### src/rtl/pscr_pkg.sv
// Shared types and constants for the paired slot capacity reserver.
`timescale 1ns / 1ps

package pscr_pkg;

    // Default sizing
    localparam int NUM_SLOTS_DEF = 32;
    localparam int LOAD_BITS_DEF = 16;

    // Configuration port sizing
    localparam int CFG_IDX_BITS  = 2;
    localparam int CFG_DATA_BITS = 16;

    // Register indexes
    localparam logic [CFG_IDX_BITS-1:0] REG_FIRST_SLOT = 2'd0;
    localparam logic [CFG_IDX_BITS-1:0] REG_LAST_SLOT  = 2'd1;
    localparam logic [CFG_IDX_BITS-1:0] REG_CAPACITY   = 2'd2;

    // Opcodes
    localparam logic OP_REQUEST = 1'b0;
    localparam logic OP_TICK    = 1'b1;

    typedef enum logic [1:0] {
        OUT_ACCEPTED    = 2'd0,
        OUT_RESCHEDULED = 2'd1,
        OUT_DENIED      = 2'd2,
        OUT_INVALID     = 2'd3
    } t_outcome;

    typedef enum logic [1:0] {
        ST_IDLE,
        ST_CHECK,
        ST_SCAN,
        ST_BOOK
    } t_state;

    // Input word
    typedef struct packed {
        logic        opcode;
        logic [4:0]  wanted_slot;
        logic [15:0] head_count;
    } t_in;

    // Result word
    typedef struct packed {
        t_outcome    outcome;
        logic [4:0]  granted_slot;
        logic [5:0]  now_slot;
        logic        day_over;
        logic [15:0] accepted_total;
        logic [15:0] rescheduled_total;
        logic [15:0] denied_total;
    } t_out;

    // Control broadcast from the sequencer to every cell
    typedef struct packed {
        logic        inject;
        logic        shift;
        logic        clear;
        logic        book;
        logic [5:0]  start;
        logic [15:0] people;
        logic [15:0] capacity;
    } t_cell_ctl;

endpackage

### src/rtl/pscr_cell.sv
// One slot cell: holds the slot's load and the scan token, passes the token right.
`timescale 1ns / 1ps

module pscr_cell
    import pscr_pkg::*;
#(
    parameter int LOAD_BITS = LOAD_BITS_DEF,
    parameter int IDX       = 0
) (
    input  logic      i_clk,
    input  logic      i_rst_n,
    input  t_cell_ctl i_ctl,
    input  logic      i_prev_tok,
    input  logic      i_next_fit,
    output logic      o_tok,
    output logic      o_fit,
    output logic      o_hit
);

    localparam int LW = ((LOAD_BITS > 16) ? LOAD_BITS : 16) + 1;

    logic [LOAD_BITS-1:0] r_load;
    logic [LOAD_BITS-1:0] n_load;
    logic                 r_tok;
    logic                 n_tok;
    logic [LW-1:0]        w_sum;
    logic                 w_here;

    // Room check for this slot alone
    assign w_sum  = LW'(r_load) + LW'(i_ctl.people);
    assign o_fit  = (w_sum <= LW'(i_ctl.capacity));
    assign o_hit  = r_tok & o_fit & i_next_fit;
    assign o_tok  = r_tok;
    assign w_here = (IDX < 64) && (i_ctl.start == 6'(IDX));

    // Token: loaded at the start cell, then walks right one cell a cycle while shift is set
    always_comb begin
        if (i_ctl.inject) begin
            n_tok = w_here;
        end else if (i_ctl.clear) begin
            n_tok = 1'b0;
        end else if (i_ctl.shift) begin
            n_tok = i_prev_tok;
        end else begin
            n_tok = r_tok;
        end
    end

    // Booking adds to the token cell and the cell right of it
    always_comb begin
        if (i_ctl.book && (r_tok || i_prev_tok)) begin
            n_load = w_sum[LOAD_BITS-1:0];
        end else begin
            n_load = r_load;
        end
    end

    always_ff @(posedge i_clk) begin
        if (!i_rst_n) begin
            r_load <= '0;
            r_tok  <= 1'b0;
        end else begin
            r_load <= n_load;
            r_tok  <= n_tok;
        end
    end

endmodule

### src/rtl/paired_slot_capacity_reserver.sv
// Top level: request sequencer, counters and the chain of slot cells.
`timescale 1ns / 1ps

// A tick word is taken with busy held low, and its result strobes on
// the next cycle. A request word that is refused up front (bad slot, too many
// people, or no pair left from its start slot) keeps busy high for 1 cycle.
// Otherwise a scan token is dropped at the start slot and moves one cell per
// cycle along the slot chain. The token steps past at most 30 slot pairs after
// the first one examined (with 32 slots); the word is booked when a pair has
// room and denied when the scan runs out. Its result strobes in the cycle busy
// falls, and a new word may be started in that same cycle. Results carry no
// back-pressure: o_valid is high for one cycle and the word must be taken
// then. Configuration writes must go in only while busy is low; the block
// itself does not enforce this.
module paired_slot_capacity_reserver
    import pscr_pkg::*;
#(
    parameter int NUM_SLOTS = NUM_SLOTS_DEF,
    parameter int LOAD_BITS = LOAD_BITS_DEF
) (
    input  logic                     i_clk,
    input  logic                     i_rst_n,
    input  logic                     start,
    output logic                     busy,
    input  t_in                      i_in,
    output logic                     o_valid,
    output t_out                     o_out,
    input  logic                     i_cfg_we,
    input  logic [CFG_IDX_BITS-1:0]  i_cfg_idx,
    input  logic [CFG_DATA_BITS-1:0] i_cfg_data
);

    localparam int MAX_LAST = NUM_SLOTS - 1;

    function automatic logic [15:0] sat_inc(input logic [15:0] v);
        return (v == 16'hFFFF) ? v : v + 16'd1;
    endfunction

    t_state      r_state, n_state;
    logic [4:0]  r_first, n_first;
    logic [4:0]  r_last, n_last;
    logic [15:0] r_cap, n_cap;
    logic [5:0]  r_cur, n_cur;
    logic [15:0] r_acc, n_acc;
    logic [15:0] r_resc, n_resc;
    logic [15:0] r_den, n_den;
    t_in         r_item, n_item;
    logic [5:0]  r_idx, n_idx;
    logic        r_valid, n_valid;
    t_out        r_out, n_out;

    t_cell_ctl   w_ctl;
    logic [4:0]  w_last;
    logic [5:0]  w_start;
    logic        w_invalid;
    logic        w_no_pair;
    logic        w_scan_end;
    logic        w_hit;
    logic        w_accept;

    logic [NUM_SLOTS:0]   w_tok;
    logic [NUM_SLOTS:0]   w_fit;
    logic [NUM_SLOTS-1:0] w_hits;

    // Handshake and result ports
    assign busy     = (r_state != ST_IDLE);
    assign w_accept = start && !busy;
    assign o_valid  = r_valid;
    assign o_out    = r_out;

    // Usable last slot is bounded by the table size
    assign w_last = (32'(r_last) > MAX_LAST) ? 5'(MAX_LAST) : r_last;

    // Request checks on the latched word
    assign w_invalid  = (r_item.wanted_slot < r_first)
                     || ((6'(r_item.wanted_slot) + 6'd1) > 6'(w_last))
                     || (r_item.head_count > r_cap);
    assign w_start    = (6'(r_item.wanted_slot) < r_cur) ? r_cur
                                                           : 6'(r_item.wanted_slot);
    assign w_no_pair  = ((7'(w_start) + 7'd1) > 7'(w_last));
    assign w_scan_end = ((r_idx + 6'd1) == 6'(w_last));
    assign w_hit      = |w_hits;

    // Slot cell chain
    assign w_tok[0]         = 1'b0;
    assign w_fit[NUM_SLOTS] = 1'b0;

    for (genvar gi = 0; gi < NUM_SLOTS; gi++) begin : g_cell
        pscr_cell #(
            .LOAD_BITS (LOAD_BITS),
            .IDX       (gi)
        ) u_cell (
            .i_clk      (i_clk),
            .i_rst_n    (i_rst_n),
            .i_ctl      (w_ctl),
            .i_prev_tok (w_tok[gi]),
            .i_next_fit (w_fit[gi+1]),
            .o_tok      (w_tok[gi+1]),
            .o_fit      (w_fit[gi]),
            .o_hit      (w_hits[gi])
        );
    end

    // Next state
    always_comb begin
        n_state = r_state;
        unique case (r_state)
            ST_IDLE: begin
                if (w_accept && (i_in.opcode == OP_REQUEST)) begin
                    n_state = ST_CHECK;
                end
            end
            ST_CHECK: begin
                if (w_invalid || w_no_pair) begin
                    n_state = ST_IDLE;
                end else begin
                    n_state = ST_SCAN;
                end
            end
            ST_SCAN: begin
                if (w_hit) begin
                    n_state = ST_BOOK;
                end else if (w_scan_end) begin
                    n_state = ST_IDLE;
                end
            end
            ST_BOOK: begin
                n_state = ST_IDLE;
            end
            default: n_state = ST_IDLE;
        endcase
    end

    // Outputs and datapath updates
    always_comb begin
        n_first = r_first;
        n_last  = r_last;
        n_cap   = r_cap;
        n_cur   = r_cur;
        n_acc   = r_acc;
        n_resc  = r_resc;
        n_den   = r_den;
        n_item  = r_item;
        n_idx   = r_idx;
        n_valid = 1'b0;
        n_out   = r_out;

        w_ctl          = '0;
        w_ctl.start    = w_start;
        w_ctl.people   = r_item.head_count;
        w_ctl.capacity = r_cap;

        n_out.outcome      = OUT_ACCEPTED;
        n_out.granted_slot = 5'd0;

        unique case (r_state)
            ST_IDLE: begin
                if (w_accept) begin
                    n_item = i_in;
                    if (i_in.opcode == OP_TICK) begin
                        if (r_cur <= 6'(r_last)) begin
                            n_cur = r_cur + 6'd1;
                        end
                        n_valid = 1'b1;
                    end
                end
            end
            ST_CHECK: begin
                if (w_invalid) begin
                    n_out.outcome = OUT_INVALID;
                    n_valid       = 1'b1;
                end else if (w_no_pair) begin
                    n_den         = sat_inc(r_den);
                    n_out.outcome = OUT_DENIED;
                    n_valid       = 1'b1;
                end else begin
                    w_ctl.inject = 1'b1;
                    n_idx        = w_start;
                end
            end
            ST_SCAN: begin
                if (w_hit) begin
                    n_idx = r_idx;
                end else if (w_scan_end) begin
                    w_ctl.clear   = 1'b1;
                    n_den         = sat_inc(r_den);
                    n_out.outcome = OUT_DENIED;
                    n_valid       = 1'b1;
                end else begin
                    w_ctl.shift = 1'b1;
                    n_idx       = r_idx + 6'd1;
                end
            end
            ST_BOOK: begin
                w_ctl.book         = 1'b1;
                w_ctl.clear        = 1'b1;
                n_out.granted_slot = r_idx[4:0];
                if (r_idx == 6'(r_item.wanted_slot)) begin
                    n_acc         = sat_inc(r_acc);
                    n_out.outcome = OUT_ACCEPTED;
                end else begin
                    n_resc        = sat_inc(r_resc);
                    n_out.outcome = OUT_RESCHEDULED;
                end
                n_valid = 1'b1;
            end
            default: ;
        endcase

        // Configuration writes (to be made only while idle; the block does not enforce this)
        if (i_cfg_we) begin
            unique case (i_cfg_idx)
                REG_FIRST_SLOT: begin
                    n_first = i_cfg_data[4:0];
                    n_cur   = 6'(i_cfg_data[4:0]);
                end
                REG_LAST_SLOT: n_last = i_cfg_data[4:0];
                REG_CAPACITY:  n_cap  = i_cfg_data[15:0];
                default: ;
            endcase
        end

        // Status fields of the result word
        n_out.now_slot          = n_cur;
        n_out.day_over          = (n_cur > 6'(n_last));
        n_out.accepted_total    = n_acc;
        n_out.rescheduled_total = n_resc;
        n_out.denied_total      = n_den;
    end

    // Control registers
    always_ff @(posedge i_clk) begin
        if (!i_rst_n) begin
            r_state <= ST_IDLE;
            r_first <= 5'd0;
            r_last  <= 5'd31;
            r_cap   <= 16'd0;
            r_cur   <= 6'd0;
            r_acc   <= 16'd0;
            r_resc  <= 16'd0;
            r_den   <= 16'd0;
            r_valid <= 1'b0;
        end else begin
            r_state <= n_state;
            r_first <= n_first;
            r_last  <= n_last;
            r_cap   <= n_cap;
            r_cur   <= n_cur;
            r_acc   <= n_acc;
            r_resc  <= n_resc;
            r_den   <= n_den;
            r_valid <= n_valid;
        end
    end

    // Payload registers
    always_ff @(posedge i_clk) begin
        r_item <= n_item;
        r_idx  <= n_idx;
        r_out  <= n_out;
    end

endmodule

### config.mk
export PLATFORM = sky130hd
export DESIGN_NAME = paired_slot_capacity_reserver
export DESIGN_NICKNAME = d
export VERILOG_FILES = /design/src/rtl/pscr_pkg.sv /design/src/rtl/pscr_cell.sv /design/src/rtl/paired_slot_capacity_reserver.sv
export SDC_FILE = /design/constraint.sdc
export NUM_CORES = 2
export LEC_CHECK = 0
export ABC_AREA = 1
export BUFFER_PORTS_ARGS = -buffer_cell sky130_fd_sc_hd__buf_2
export CELL_PAD_IN_SITES_DETAIL_PLACEMENT = 1
export CELL_PAD_IN_SITES_GLOBAL_PLACEMENT = 1
export CORE_AREA = 5 5 368 370
export CTS_CLUSTER_SIZE = 30
export DETAILED_ROUTE_END_ITERATION = 6
export DIE_AREA = 0 0 373 375
export PLACE_DENSITY = 0.81
export SLEW_MARGIN = 25
export SYNTH_ARGS = -nofsm -noshare
export SYNTH_HDL_FRONTEND = slang
export SYNTH_SLANG_ARGS = --single-unit
### constraint.sdc
create_clock -name i_clk -period 7.7 [get_ports i_clk]
set_input_delay 0.385 -clock i_clk [delete_from_list [all_inputs] [get_ports i_clk]]
set_output_delay 0.385 -clock i_clk [all_outputs]
set_load 0.01 [all_outputs]
==> flow_summary_export.csv <==
group,metric,value,unit
outcome,outcome,"complete, no violations",
detailed_routing,avgRoutedWirePerCell,21.3,um
placed_design,globalplace.congestion,0.893,
logic_synthesis,synth_nets,9974,
layout,final_nets,10100,
sta,worst_slew_pin_slew,1130,ps
worst_setup_path,cp-startpoint,"r_item[0]$_DFFE_PP_",
pwr,power.density,169,nW/um2
detailed_routing,drt-initial-drc-count,3368,
clocking,cts_hold_buffers,32,
logic_synthesis,netlist_instances,8816,
logic_synthesis,ys_top_cells_by_count,"nand2_1 (1,443), inv_1 (1,244), ha_1 (1,082), a21oi_1 (909), o21ai_0 (731)",
clocking,cts_resized,0,
layout,fillers,17100,
floorplanning,die-height,375,um
worst_setup_path,worst_setup_path_start_kind,"flop",
sta,min_period_over_period,0.900,
grt,grtUsageTotal,0.317,
worst_setup_path,rrSetupSlack,770,ps
logic_synthesis,synth_most_common_cell,"nand2_1",
logic_synthesis,synth_edf_count,27,
worst_setup_path,cp_num_buf_inv,1,
placed_design,port_buffers,107,
layout,syn_to_final_growth,10.4,%
clocking,post_cts_buffers,0,
logic_synthesis,ys_top_cells_by_area,"dfxtp_1 (22%), ha_1 (22%), nand2_1 (8.6%)",
placed_design,hpwlAfterDp,159000,um
worst_setup_path,crit_path_max_incr_delay,730,ps
sta,finalSetupViolations,0,
detailed_routing,drcViolationCount,0,
worst_hold_path,hp-class,"input pin to flop",
sta,fin_crit,6930,ps
worst_setup_path,r2r_start,"r_item[0]$_DFFE_PP_",
worst_setup_path,cpMostUsedCell,"nand2_1",
worst_setup_path,arrival,7510,ps
worst_setup_path,crit_path_max_fanout,36,
sta,max_slew_margin,0.244,
floorplanning,dieArea,140000,um2
pwr,p_int,7.66,mW
worst_setup_path,critPathCaptureType,"flop",
worst_setup_path,crit_family,"simple AND/OR/NAND/NOR gates",
worst_setup_path,cp.required,8280,ps
logic_synthesis,ys_warn_count,0,
clocking,cts_made_buffers,91,
pwr,comb_power_share,0.268,
layout,layout-drive-gt1-share,0.0473,
logic_synthesis,ys_types,60,
sta,final-max-slew-violation-count,0,
sta,finalSetupTns,0,ps
logic_synthesis,synth_ff_type,"dfxtp_1",
logic_synthesis,synth_top_cell_by_area,"dfxtp_1",
sta,rsz0062_at_grt,"no",
clocking,root_buffer,"clkbuf_16",
logic_synthesis,syn_area_per_cell,7.13,um2
pwr,p_sw,4.06,mW
worst_setup_path,cp_slowest_cell,"nand2_2",
detailed_routing,drt-pass1-iter-count,7,
grt,antenna_found_initial,5,
layout,postLayoutCellArea,69400,um2
worst_setup_path,timing_worst_setup_path_type,"flop to flop",
clocking,clk_latency,690,ps
flow_run,drv_cap,0,
logic_synthesis,synth_top_area_frac,0.219,
floorplanning,ioPinCount,108,
sta,hold_viol,0,
sta,finClkSkew,33.1,ps
detailed_routing,wirelength,230000,um
pwr,p_leak,36.4,nW
sta,hold_slack,67.8,ps
floorplanning,start_util,0.475,
pwr,switching_share,0.346,
grt,grt_pass1_wl,359000,um
worst_hold_path,holdCritStartpoint,"i_cfg_data[0]",
grt,grt-ovfl-total,0,
pwr,pwr-share-seq,0.334,
floorplanning,core-area,132000,um2
logic_synthesis,async_flop_share,0,
floorplanning,die_w,373,um
detailed_routing,num_vias,62500,
clocking,cts_buffer_depth,3,
detailed_routing,ant_nets,0,
clocking,cts_tree,"done",
pwr,vdd_drop_max,0.000179,V
clocking,htreeDepth,3,
clocking,clkTransAtPathRegs,60,ps
logic_synthesis,yosysSeqAreaShare,0.232,
grt,first_global_vias,65800,
placed_design,place_area,65900,um2
logic_synthesis,ys_seq_elements,716,
clocking,clock_sinks,716,
floorplanning,row_count,134,
detailed_routing,routed_via_density,5.79,
pwr,clockPowerShare,0.398,
grt,grt_max_degree,94,
logic_synthesis,syn_area,62900,um2
sta,timing.fmax,144,MHz
-- sequential cells by signal (all words and copies together) (netlist names), 6 cells and up --
name	flops
g_cell.u_cell.r_load	512
o_out	62
g_cell.u_cell.o_tok	32
r_item	21
r_acc	16
r_cap	16
r_den	16
r_resc	16
r_cur	6
r_idx	6
-- layout by cell type, fill, tap and decap left out, types with 26 or more instances in the layout --
cell | Yosys | final
a211oi_1 | 44 | 44
a21o_1 | 42 | 42
a21oi_1 | 909 | 907
a31oi_1 | 47 | 47
buf_2 | 7 | 106
buf_4 | 7 | 82
clkbuf_16 | 0 | 93
dfxtp_1 | 689 | 688
dlygate4sd3_1 | 0 | 32
edfxtp_1 | 27 | 27
fa_1 | 32 | 32
ha_1 | 1082 | 1081
inv_1 | 1244 | 1228
nand2_1 | 1443 | 1443
nand3_1 | 372 | 372
nand4_1 | 102 | 102
nor2_1 | 692 | 690
nor3_1 | 140 | 140
o2111ai_1 | 30 | 30
o21a_1 | 26 | 26
o21ai_0 | 731 | 731
o21bai_1 | 304 | 304
xnor2_1 | 78 | 78
xor2_1 | 390 | 390
-- worst register-to-register path, delay by kind of cell, from the launching register on --
family / cells / cell delay (ps)
and+or+nand+nor: 21 / 3600
AOI/OAI and AO/OA: 6 / 1160
adders and majority gates: 3 / 1020
DFF: 1 / 560
buffers and inverters: 1 / 300
xor gates and xnor gates: 1 / 190
-- logic make-up after synthesis --
group | synth area share
buffers and inverters | 0.0862
adder cells (fa/ha/maj) | 0.225
AO/OA/AOI/OAI | 0.202
flip-flops | 0.232
AND/OR/NAND/NOR | 0.189
XOR/XNOR | 0.0652
-- final cells by class --
class | count | area [um2] | area share
Tap cell | 1768 | 2210 | 0.0319
Multi-Input combinational cell | 6667 | 42900 | 0.618
Clock buffer | 123 | 2570 | 0.0370
Sequential cell | 716 | 14600 | 0.210
Antenna cell | 1 | 2.50 | 0.0000361
Inverter | 1251 | 4720 | 0.0680
Clock inverter | 41 | 602 | 0.00867
Timing Repair Buffer | 238 | 1810 | 0.0260
-- worst paths after layout --
| check | to | depth (start not counted) |
|---|---|---|
| max | g_cell[19].u_cell.o_tok$_SDFFE_PN0P_ | 32 |
| min | r_cap[0]$_SDFFE_PN0P_ | 3 |
| max reg2reg | g_cell[19].u_cell.o_tok$_SDFFE_PN0P_ | 32 |
| min reg2reg | r_first[2]$_SDFFE_PN0P_ | 2 |
-- power by group through the flow --
stage	clock (mW)	sequential (mW)	combinational [mW]
5_1_grt	4.91	3.92	3.48
6_report	4.66	3.92	3.14
2_1_floorplan	0	4.03	1.95
3_3_place_gp	0	4.00	2.89
3_5_place_dp	0	3.99	3.06
4_1_cts	4.75	3.92	3.10
-- stage by stage --
step,worst slack [ps],utilization,cells,power (mW)
3_3_place_gp,1040,0.498,10600,6.89
5_1_grt,312,0.525,10800,12.3
2_1_floorplan,872,-,8816,5.98
4_1_cts,863,0.525,10800,11.8
6_report,767,0.525,10800,11.7
3_5_place_dp,885,0.498,10600,7.05
-- routing by layer --
layer | up-vias | global-route usage | routed length, um
li1 | 30000 | - | -
met1 | 30600 | 0.387 | 98600
met5 | - | 0 | 35
met4 | 6 | 0.139 | 11300
met2 | 1373 | 0.556 | 108000
met3 | 515 | 0.0435 | 11800
(Power assumes the default switching activity.)
